$ cat config.mk
export PLATFORM = sky130hd
export DESIGN_NAME = svm_ctrl
export DESIGN_NICKNAME = d
export VERILOG_FILES = /design/src/hdl/svm_pkg.sv /design/src/hdl/svm_ctrl.sv
export SDC_FILE = /design/constraint.sdc
export NUM_CORES = 1
export LEC_CHECK = 0
export ABC_CLOCK_PERIOD_IN_PS = 1500
export BUFFER_PORTS_ARGS = -buffer_cell sky130_fd_sc_hd__buf_2
export CAP_MARGIN = 30
export CORE_MARGIN = 2
export CORE_UTILIZATION = 38
export DETAILED_ROUTE_END_ITERATION = 10
export PLACE_DENSITY_LB_ADDON = 0.05
export REMOVE_ABC_BUFFERS = 1
export SLEW_MARGIN = 20
export SYNTH_ARGS = -nofsm -noshare
export SYNTH_HDL_FRONTEND = slang
export SYNTH_SLANG_ARGS = --single-unit
$ cat constraint.sdc
create_clock -name aclk -period 1.5 [get_ports aclk]
set_clock_uncertainty 0.05 [all_clocks]
set_input_delay 0.225 -clock aclk [delete_from_list [all_inputs] [get_ports aclk]]
set_output_delay 0.225 -clock aclk [all_outputs]
set_load 0.01 [all_outputs]
$ cat src/hdl/svm_pkg.sv
`timescale 1ns / 1ps

package svm_pkg;

    localparam int VOICE_COUNT  = 16;
    localparam int SAMPLE_WORDS = 65536;
    localparam int TANH_ENTRIES = 1024;

    localparam int VW        = (VOICE_COUNT > 1) ? $clog2(VOICE_COUNT) : 1;
    localparam int AW        = $clog2(SAMPLE_WORDS);
    localparam int IW        = $clog2(TANH_ENTRIES);
    localparam int TANH_LAST = TANH_ENTRIES - 1;
    // Q45 accumulator with headroom for the largest voice count
    localparam int ACW       = 56;

    localparam logic [15:0] FULL_SCALE = 16'd32768;
    localparam logic [63:0] Q32_ONE    = 64'h1_0000_0000;

    typedef enum logic [1:0] {
        ACT_LOAD  = 2'd0,
        ACT_START = 2'd1,
        ACT_TICK  = 2'd2,
        ACT_NONE  = 2'd3
    } action_t;

    typedef enum logic [3:0] {
        ST_IDLE,
        ST_START,
        ST_VCHK,
        ST_RDB,
        ST_DIFF,
        ST_INTERP,
        ST_GAIN,
        ST_VOL,
        ST_ACC,
        ST_LCLAMP,
        ST_LSCALE,
        ST_LRDLO,
        ST_LRDHI,
        ST_LMUL,
        ST_LOUT
    } state_t;

    typedef struct packed {
        logic load_wr;
        logic latch;
        logic tick_begin;
        logic start_wr;
        logic vchk;
        logic rd_b;
        logic diff;
        logic interp;
        logic gain;
        logic vol;
        logic acc;
        logic next_voice;
        logic lim_clamp;
        logic lim_scale;
        logic rom_lo;
        logic rom_hi;
        logic lim_mul;
        logic tick_out;
    } cmd_t;

    typedef struct packed {
        logic voice_active;
        logic last_voice;
        logic out_free;
    } status_t;

    typedef logic [TANH_ENTRIES-1:0][15:0] tanh_rom_t;

    // restoring long division, only used while the table is built
    function automatic logic [63:0] udiv64(input logic [63:0] n, input logic [63:0] d);
        logic [64:0] rem;
        logic [63:0] q;
        rem = '0;
        q   = '0;
        for (int i = 63; i >= 0; i--) begin
            rem = {rem[63:0], n[i]};
            if (rem >= {1'b0, d}) begin
                rem  = rem - {1'b0, d};
                q[i] = 1'b1;
            end
        end
        return q;
    endfunction

    // exp(-f) in Q32, f up to 0.5, truncating Taylor series
    function automatic logic [63:0] exp_neg_small(input logic [63:0] f);
        logic [63:0]        term;
        logic signed [63:0] sum;
        term = Q32_ONE;
        sum  = $signed(Q32_ONE);
        for (int k = 1; k <= 20; k++) begin
            term = udiv64((term * f) >> 32, 64'(k));
            if ((k & 1) == 1) begin
                sum = sum - $signed(term);
            end else begin
                sum = sum + $signed(term);
            end
        end
        return $unsigned(sum);
    endfunction

    function automatic logic [63:0] exp_neg(input logic [63:0] y);
        logic [63:0] half;
        logic [63:0] m;
        logic [63:0] r;
        half = exp_neg_small(64'h8000_0000);
        m    = y >> 31;
        r    = exp_neg_small(y & 64'h7FFF_FFFF);
        for (int j = 0; j < 40; j++) begin
            if (64'(j) < m) begin
                r = (r * half) >> 32;
            end
        end
        return r;
    endfunction

    function automatic logic [15:0] tanh_entry(input int k);
        logic [63:0] y;
        logic [63:0] e;
        logic [63:0] num;
        logic [63:0] den;
        logic [63:0] v;
        y = udiv64(64'(k) << 36, 64'(TANH_LAST));
        e = exp_neg(y);
        if (e > Q32_ONE) begin
            e = Q32_ONE;
        end
        num = Q32_ONE - e;
        den = Q32_ONE + e;
        v   = udiv64(num * 64'd32768 + (den >> 1), den);
        if (v > 64'd32767) begin
            v = 64'd32767;
        end
        return v[15:0];
    endfunction

    function automatic tanh_rom_t build_tanh();
        tanh_rom_t rom;
        for (int k = 0; k < TANH_ENTRIES; k++) begin
            rom[k] = tanh_entry(k);
        end
        return rom;
    endfunction

endpackage

$ cat src/hdl/svm_ctrl.sv
`timescale 1ns / 1ps

module svm_ctrl import svm_pkg::*; (
    input  logic       aclk,
    input  logic       aresetn,
    input  logic       s_valid,
    input  logic [1:0] s_action,
    output logic       s_ready,
    input  status_t    status,
    output cmd_t       cmd
);

    state_t state_reg, state_next;
    action_t act;

    assign act = action_t'(s_action);

    always_ff @(posedge aclk) begin
        if (!aresetn) begin
            state_reg <= ST_IDLE;
        end else begin
            state_reg <= state_next;
        end
    end

    always_comb begin
        state_next = state_reg;
        unique case (state_reg)
            ST_IDLE: begin
                if (s_valid) begin
                    unique case (act)
                        ACT_START: state_next = ST_START;
                        ACT_TICK:  state_next = ST_VCHK;
                        ACT_LOAD, ACT_NONE: state_next = ST_IDLE;
                    endcase
                end
            end
            ST_START:  if (status.out_free) state_next = ST_IDLE;
            ST_VCHK: begin
                if (status.voice_active) begin
                    state_next = ST_RDB;
                end else if (status.last_voice) begin
                    state_next = ST_LCLAMP;
                end
            end
            ST_RDB:    state_next = ST_DIFF;
            ST_DIFF:   state_next = ST_INTERP;
            ST_INTERP: state_next = ST_GAIN;
            ST_GAIN:   state_next = ST_VOL;
            ST_VOL:    state_next = ST_ACC;
            ST_ACC:    state_next = status.last_voice ? ST_LCLAMP : ST_VCHK;
            ST_LCLAMP: state_next = ST_LSCALE;
            ST_LSCALE: state_next = ST_LRDLO;
            ST_LRDLO:  state_next = ST_LRDHI;
            ST_LRDHI:  state_next = ST_LMUL;
            ST_LMUL:   state_next = ST_LOUT;
            ST_LOUT:   if (status.out_free) state_next = ST_IDLE;
            default:   state_next = ST_IDLE;
        endcase
    end

    always_comb begin
        cmd     = '0;
        s_ready = 1'b0;
        unique case (state_reg)
            ST_IDLE: begin
                s_ready        = 1'b1;
                cmd.latch      = s_valid;
                cmd.load_wr    = s_valid && (act == ACT_LOAD);
                cmd.tick_begin = s_valid && (act == ACT_TICK);
            end
            ST_START:  cmd.start_wr = status.out_free;
            ST_VCHK: begin
                cmd.vchk       = 1'b1;
                cmd.next_voice = !status.voice_active && !status.last_voice;
            end
            ST_RDB:    cmd.rd_b   = 1'b1;
            ST_DIFF:   cmd.diff   = 1'b1;
            ST_INTERP: cmd.interp = 1'b1;
            ST_GAIN:   cmd.gain   = 1'b1;
            ST_VOL:    cmd.vol    = 1'b1;
            ST_ACC: begin
                cmd.acc        = 1'b1;
                cmd.next_voice = !status.last_voice;
            end
            ST_LCLAMP: cmd.lim_clamp = 1'b1;
            ST_LSCALE: cmd.lim_scale = 1'b1;
            ST_LRDLO:  cmd.rom_lo    = 1'b1;
            ST_LRDHI:  cmd.rom_hi    = 1'b1;
            ST_LMUL:   cmd.lim_mul   = 1'b1;
            ST_LOUT:   cmd.tick_out  = status.out_free;
            default:   cmd = '0;
        endcase
    end

endmodule

; ---- Word level (Yosys, flattened, before mapping)
; Index checks and enable logic that the tools add are counted.
[classes]
n_eq_ne = 20
reduce_logical = 10
muxes = 24
[op_table]
columns = operator, n
row1 = $pmux 4 s14, 1
row2 = $eq 4x4->1 const B, 7
row3 = $mux 4, 5
row4 = $eq 4x3->1 const B, 4
row5 = $mux 1, 15
row6 = $pmux 4 s3, 1
row7 = $eq 4x2->1 const B, 2
row8 = $eq 2x2->1 const B, 2
row9 = $eq 4x1->1 const B, 1
row10 = $logic_not 4->1, 1
row11 = $reduce_or 2->1, 2
row12 = $logic_and 1x1->1, 3
row13 = $mux 3, 1
row14 = $ne 3x3->1 const B, 1
row15 = $reduce_and 3->1, 1
row16 = $eq 2x1->1 const B, 1
row17 = $logic_not 1->1, 2
row18 = $logic_not 2->1, 1
row19 = $ne 2x1->1 const B, 1
row20 = $ne 2x2->1 const B, 1
row21 = $pmux 1 s2, 1
[word_totals]
regBits = 4
wordCells = 55
out_inout_bits = 19

; ---- Logic depth before layout (Yosys ltp)
; Gate-level depths: netlist of the first run.
[depth]
word_depth = 5
depth_mapped = 6
depth_no_buf = 4

; ---- Least setup slack after synthesis of the first run
; Ideal clock, no wire load.
[synth_timing]
path_kind = flip-flop to output port
start = register state_reg[1]
end = output port cmd[15] (netlist bit)
n_path_buf = 1
path_slack_ns = -0.128
arrival_ns = 1.353
path_stages_with_launch = 6
required_time_ns = 1.225
cell_sequence = dfxtp_1 > buf_2 > nor4_2 > nand2_1 > inv_1 > and3_1
[synth_rtl]
columns = element, line
row1 = "start, declared", svm_ctrl.sv:13  ; state_t state_reg, state_next;
row2 = "start signal, assigned", svm_ctrl.sv:22  ; state_reg <= state_next;
row3 = "end, declared", svm_ctrl.sv:10  ; output cmd_t cmd

==> flow_summary_export.csv, run 1 <==
group,metric,value,unit
run_status,run_status,"finished with violations",
run_status,violations,"setup timing",
yosys,synth_top_cells_by_area,"dfxtp_1 16%, nor2_1 11%, nor3_1 7.1%",
floorplan,placement_rows,12,
placement,placed_cells_incl_taps,125,
worst_setup_path,worst-path-max-fanout,2,
routing,vias,777,
flow_run,max_cap_viol_count,0,
worst_setup_path,critPathBufInv,1,
yosys,mappedNetlistArea,494,um^2
timing,final.min_clock_period,1.73,ns
cells_and_area,antenna_fix_cells,0,
routing,drt-vias-per-instance,5.76,
yosys,ys_warn_count,0,
pwr,report.power.total,0.600,mW
cts,clk_transition_reported_paths,0.04,ns
yosys,synth-edff-count,0,
routing,antenna_violating_nets_post_route,0,
timing,fmax,0.579,GHz
worst_setup_path,ff2ff_setup_slack,0.03,ns
timing,fin_worst_hold_slack,0.220,ns
floorplan,chipWidth,40.1,um
timing,relSlewSlack,0.721,
timing,tightest_slew,0.413,ns
routing,route.final.wire_length,2.06,mm
yosys,synth_largest_area_cell,"dfxtp_1",
floorplan,placeableCoreArea,1160,um^2
worst_setup_path,cp_slowest_cell,"or4b_4",
global_routing,grtUsageMet1,0.303,
yosys,yosys.area.top_type_share,0.162,
worst_setup_path,critPathKind,"register to output pin",
yosys,post_synth_num_cell_types,31,
routing,avgRoutedWirePerCell,15.2,um
placement,placement.io_buffers,26,
worst_setup_path,worst_path_largest_cell_delay,0.51,ns
global_routing,grt_util_met3,0.0500,
cells_and_area,multi_input_area,444,um^2
global_routing,met2_usage,0.411,
worst_setup_path,startpoint_types,"register",
global_routing,grtUsageTotal,0.243,
worst_setup_path,cp.arrival,1.45,ns
yosys,share_of_flip_flops_with_an_asynchronous_set_or_reset,0,
cts,worst_skew_pair.late_latency,0.24,ns
floorplan,io_pins,27,
timing,maxSlewViolCount,0,
cells_and_area,footprint_of_the_flip_flops_and_latches,90.1,um^2
cts,tritoncts,"built",
cells_and_area,drive_gt1_frac,0.612,
timing,timing.final.setup_violations,7,
cts,cts_sinks,4,
placement,dpl.hpwl,1.22,mm
yosys,ys.flop_type,"dfxtp_1",
floorplan,chipHeight,40.1,um
routing,first_iter_violations,39,
yosys,synth_top_cells_by_count,"14 x nor2_1, 8 x nand2_1, 7 x nor3_1, 5 x a21oi_1, 5 x inv_1",
timing,rsz0062_at_grt,"yes",
global_routing,first_global_vias,605,
timing,worst_setup_slack_final,-0.228,ns
global_routing,grt_most_used_layer,"met2",
cells_and_area,nFillCells,81,
floorplan,fp.dieArea,1610,um^2
cells_and_area,area_delta_synth_final,88.6,%
global_routing,grt_antenna_before_repair,0,
cells_and_area,finalNetCount,131,
yosys,synth_sequential_area_ratio,0.162,
cells_and_area,finalNonFillerCells,135,
routing,drc_errors,0,
global_routing,wire_length_of_the_first_global_routing_pass,2.58,mm
worst_setup_path,endpoint_kind,"output pin",
cells_and_area,largest_register_ffs,4,
timing,timing.final.crit_share,1.15,
cts,h-tree-depth,1,
global_routing,globalRoute.totalOverflow,0,
yosys,count_leader_synth,"nor2_1",
worst_setup_path,crit_chain,"nand2b_4 > or4b_4 > o41ai_2 > buf_2",
worst_setup_path,cp.required,1.22,ns
timing,timing_hold_violations_final,0,
cts,cts-root-buf,"clkbuf_4",
yosys,post_synth_inst_count,77,
pwr,ir_worst_vdd,526,uV
routing,drtPass1Iterations,4,
yosys,synth_seq_cells,4,
global_routing,maximum_number_of_pins_on_one_net_before_global_route_repair,11,
placement,gpl.final_weighted_congestion,0.851,
hold_path,hold_path.class,"input pin to register",
pwr,power-per-cell-area,643,nW/um^2
cts,cts_inserted_buffers,3,
yosys,syn_avg_cell_area,6.42,um^2
pwr,leakage,0.466,nW
cts,clockBufferDepth,2,
floorplan,initial_utilization,0.427,
worst_setup_path,critical-path-top-delay-family,"simple AND/OR/NAND/NOR gates",
==> kinds of logic (layout without fill, tap and decap cells) <==
kind of cell	after synthesis	after routing	share of synthesized area
multiplexers	1	1	0.0203
flip-flops	4	4	0.162
buffers and inverters	12	56	0.114
AO/OA/AOI/OAI	18	18	0.251
AND/OR/NAND/NOR	42	42	0.453
==> report_power, final <==
group | total, mW | leakage, nW | internal [mW] | switching [mW]
Clock | 0.140 | 0.0138 | 0.0899 | 0.0502
Sequential | 0.128 | 0.0350 | 0.116 | 0.0119
Combinational | 0.331 | 0.417 | 0.160 | 0.172
==> metal layers <==
layer,wire length (um),vias to the layer above
met5,0,-
met4,14,0
met3,187,4
met2,1030,51
met1,828,358
li1,-,364
==> cells in the final DEF (no fill, tap or decap), types with 3 or more instances in the layout <==
| master | count |
|---|---|
| nand2b_4 | 3 |
| buf_2 | 25 |
| clkbuf_4 | 3 |
| a21oi_1 | 5 |
| nor3_2 | 3 |
| nor3_1 | 4 |
| buf_6 | 7 |
| inv_1 | 4 |
| nand2_1 | 7 |
| nor2_1 | 10 |
| buf_4 | 15 |
| o21ai_0 | 3 |
==> worst register-to-register path, cell delays in order, from the launching register on <==
cell	delay, ns
dfxtp_2	0.32
nand2b_4	0.14
or4b_4	0.51
buf_6	0.15
nand2_2	0.06
o2111a_1	0.18
==> final cells by class <==
| type | instances | area share |
|---|---|---|
| sequential | 4 | 0.0966 |
| timing repair buffer | 48 | 0.356 |
| tap | 14 | 0.0188 |
| multi-input combinational | 61 | 0.477 |
| inverter | 5 | 0.0282 |
| clock buffer | 3 | 0.0242 |
==> path summary, 6_finish.rpt <==
path,startpoint,to,depth (start not counted)
setup / recovery,state_reg[2],cmd[6],4
hold / removal,aresetn,state_reg[1],2
setup reg to reg,state_reg[2],state_reg[1],5
hold reg to reg,state_reg[0],state_reg[2],3
==> metrics by stage <==
step                setup slack (ns)  area, um^2  utilization  setup TNS (ns)
floorplan                    -0.0656         457            -          -0.141
global placement              0.0332         717        0.620               0
detailed placement           -0.0211         717        0.620         -0.0211
CTS                           -0.206         837        0.724          -0.748
global route                  -0.265         932        0.806           -1.24
finish                        -0.228         932        0.806          -0.704
==> timing repair <==
action	CTS	global route
setup buffers	5	3
resized for setup	17	21
hold buffers	0	0
pin swaps	1	3
setup endpoints to repair	18	18
No activity file was read; power rests on OpenSTA's default activity.
==> run 2, diff against run 1 <==
- PLACE_DENSITY: default -> 0.73
- PLACE_DENSITY_LB_ADDON: 0.05 -> default
==> flow_summary_export.csv, run 2 (synthesis results as in run 1) <==
group,metric,value,unit
worst_setup_path,crit-reg2reg-capture,"state_reg[1]",
cells_and_area,footprint_of_the_flip_flops_and_latches,92.6,um^2
global_routing,grtUsageTotal,0.243,
pwr,power-per-cell-area,655,nW/um^2
pwr,ir_worst_vdd,690,uV
pwr,report.power.total,0.662,mW
cells_and_area,finalNonFillerCells,139,
routing,avgRoutedWirePerCell,17.1,um
cts,post_cts_hold_buffer_count,0,
floorplan,chipWidth,40.1,um
hold_path,hold-path-cell-count,2,
cells_and_area,finalNetCount,135,
cts,h-tree-depth,1,
floorplan,chipHeight,40.1,um
cells_and_area,drive_gt1_frac,0.672,
routing,first_iter_violations,32,
floorplan,io_pins,27,
routing,antenna_violating_nets_post_route,0,
worst_setup_path,ff2ff_setup_slack,-0.01,ns
timing,rsz0062_at_grt,"yes",
timing,fin_worst_hold_slack,0.208,ns
cells_and_area,nFillCells,60,
timing,worst_setup_slack_final,-0.312,ns
hold_path,hold_path.class,"input pin to register",
cells_and_area,layout_commonest_cell,"buf_2",
floorplan,placeableCoreArea,1160,um^2
routing,drt-vias-per-instance,5.88,
timing,maxSlewViolCount,0,
worst_setup_path,r2r_start,"state_reg[2]",
worst_setup_path,cp.required,1.22,ns
worst_setup_path,worst_path_largest_cell_delay,0.36,ns
cells_and_area,largest_register_ffs,4,
cts,cts_inserted_buffers,3,
cts,clockBufferDepth,2,
routing,vias,818,
global_routing,globalRoute.totalOverflow,0,
global_routing,maximum_number_of_pins_on_one_net_before_global_route_repair,12,
worst_setup_path,critPathKind,"register to output pin",
worst_setup_path,cp.arrival,1.54,ns
pwr,leakage,0.508,nW
cells_and_area,antenna_fix_cells,0,
placement,placement.io_buffers,26,
run_status,violations,"setup timing",
routing,drtPass1Iterations,4,
cts,tritoncts,"built",
hold_path,hold_path_end,"state_reg[1]",
flow_run,max_cap_viol_count,0,
floorplan,initial_utilization,0.427,
worst_setup_path,startpoint_types,"register",
worst_setup_path,crit_chain,"buf_6 > nor4_4 > nand2_1 > inv_1 > and3_1 > buf_2",
worst_setup_path,endpoint_kind,"output pin",
routing,drc_errors,0,
timing,timing.final.crit_share,1.21,
placement,dpl.hpwl,1.18,mm
cells_and_area,multi_input_area,469,um^2
timing,final.min_clock_period,1.81,ns
timing,tightest_slew,0.331,ns
timing,timing_hold_violations_final,0,
worst_setup_path,worst-r2r-cell-count,5,
floorplan,fp.dieArea,1610,um^2
placement,gpl.final_weighted_congestion,0.865,
cts,clk_transition_reported_paths,0.05,ns
placement,placed_cells_incl_taps,123,
cells_and_area,area_delta_synth_final,105,%
cts,cts_sinks,4,
global_routing,first_global_vias,617,
timing,timing.final.setup_violations,13,
cells_and_area,final_cell_mix,"24 x buf_2, 18 x buf_4, 9 x nor2_1",
cts,cts-root-buf,"clkbuf_4",
floorplan,placement_rows,12,
hold_path,min-delay-start,"aresetn",
cells_and_area,final_core_utilization,0.874,
worst_setup_path,cp_slowest_cell,"dfxtp_4",
timing,relSlewSlack,0.778,
timing,fmax,0.552,GHz
worst_setup_path,worst-path-max-fanout,6,
global_routing,grt_antenna_before_repair,0,
run_status,run_status,"finished with violations",
global_routing,wire_length_of_the_first_global_routing_pass,2.62,mm
cts,worst_skew_pair.late_latency,0.25,ns
routing,route.final.wire_length,2.38,mm
run 2: cell count changes in the layout (fill, tap and decap cells not counted), moves of 2 or more:
cell     delta
nor3_1      -3
nand2_1     -2
buf_8       +2
nor2_4      -2
nor3_2      +2
buf_4       +3
nor2_2      +3
nand2_2     +2
run 2: power breakdown:
| group | switching (mW) | internal [mW] | leakage [nW] |
|---|---|---|---|
| logic | 0.195 | 0.194 | 0.459 |
| clock network | 0.0526 | 0.0901 | 0.0138 |
| registers | 0.0146 | 0.116 | 0.0353 |
run 2: stage by stage:
stage / setup slack (ns) / cell area (um^2) / setup TNS, ns
after detailed placement: -0.0308 / 702 / -0.0308
after global placement: 0.0220 / 702 / 0
after floorplan: -0.0656 / 457 / -0.141
final: -0.312 / 1010 / -1.49
after CTS: -0.218 / 877 / -0.806
after global routing: -0.367 / 1010 / -2.13
run 2: layout make-up:
type	instances	area share
Inverter	5	0.0210
Sequential cell	4	0.0916
Clock buffer	3	0.0223
Timing Repair Buffer	52	0.384
Tap cell	14	0.0173
Multi-Input combinational cell	61	0.464
run 2: how the worst max path moves through the flow:
stage                      start  endpoint  slack [ns]  cells past startpoint
floorplan           state_reg[1]   cmd[15]       -0.07                      4
global placement    state_reg[3]    cmd[6]        0.02                      4
detailed placement  state_reg[3]    cmd[6]       -0.03                      4
CTS                 state_reg[1]   cmd[17]       -0.22                      5
global route        state_reg[0]   cmd[15]       -0.37                      6
finish              state_reg[0]   cmd[15]       -0.31                      6
run 2: repair_timing:
item	in CTS	in global routing
hold endpoints to repair	0	0
setup buffers	7	7
pin swaps	3	7
endpoints found under the setup margin	18	18
gates resized for setup	28	22
run 2: critical path, delay by kind of cell, from the launching register on:
family / cells / cell delay [ns]
simple gates: 3 / 0.61
buf+inv: 3 / 0.33
flops: 1 / 0.36
run 2: metal layers:
metal  GRT usage  wire length [um]  part of all wire  vias up
met5           0                 0                 0        -
met4      0.0862                37             0.016        0
met3      0.0389               164             0.069        4
met2       0.411              1140              0.48       51
met1       0.305              1040              0.44      393
li1            -                 -                 -      370
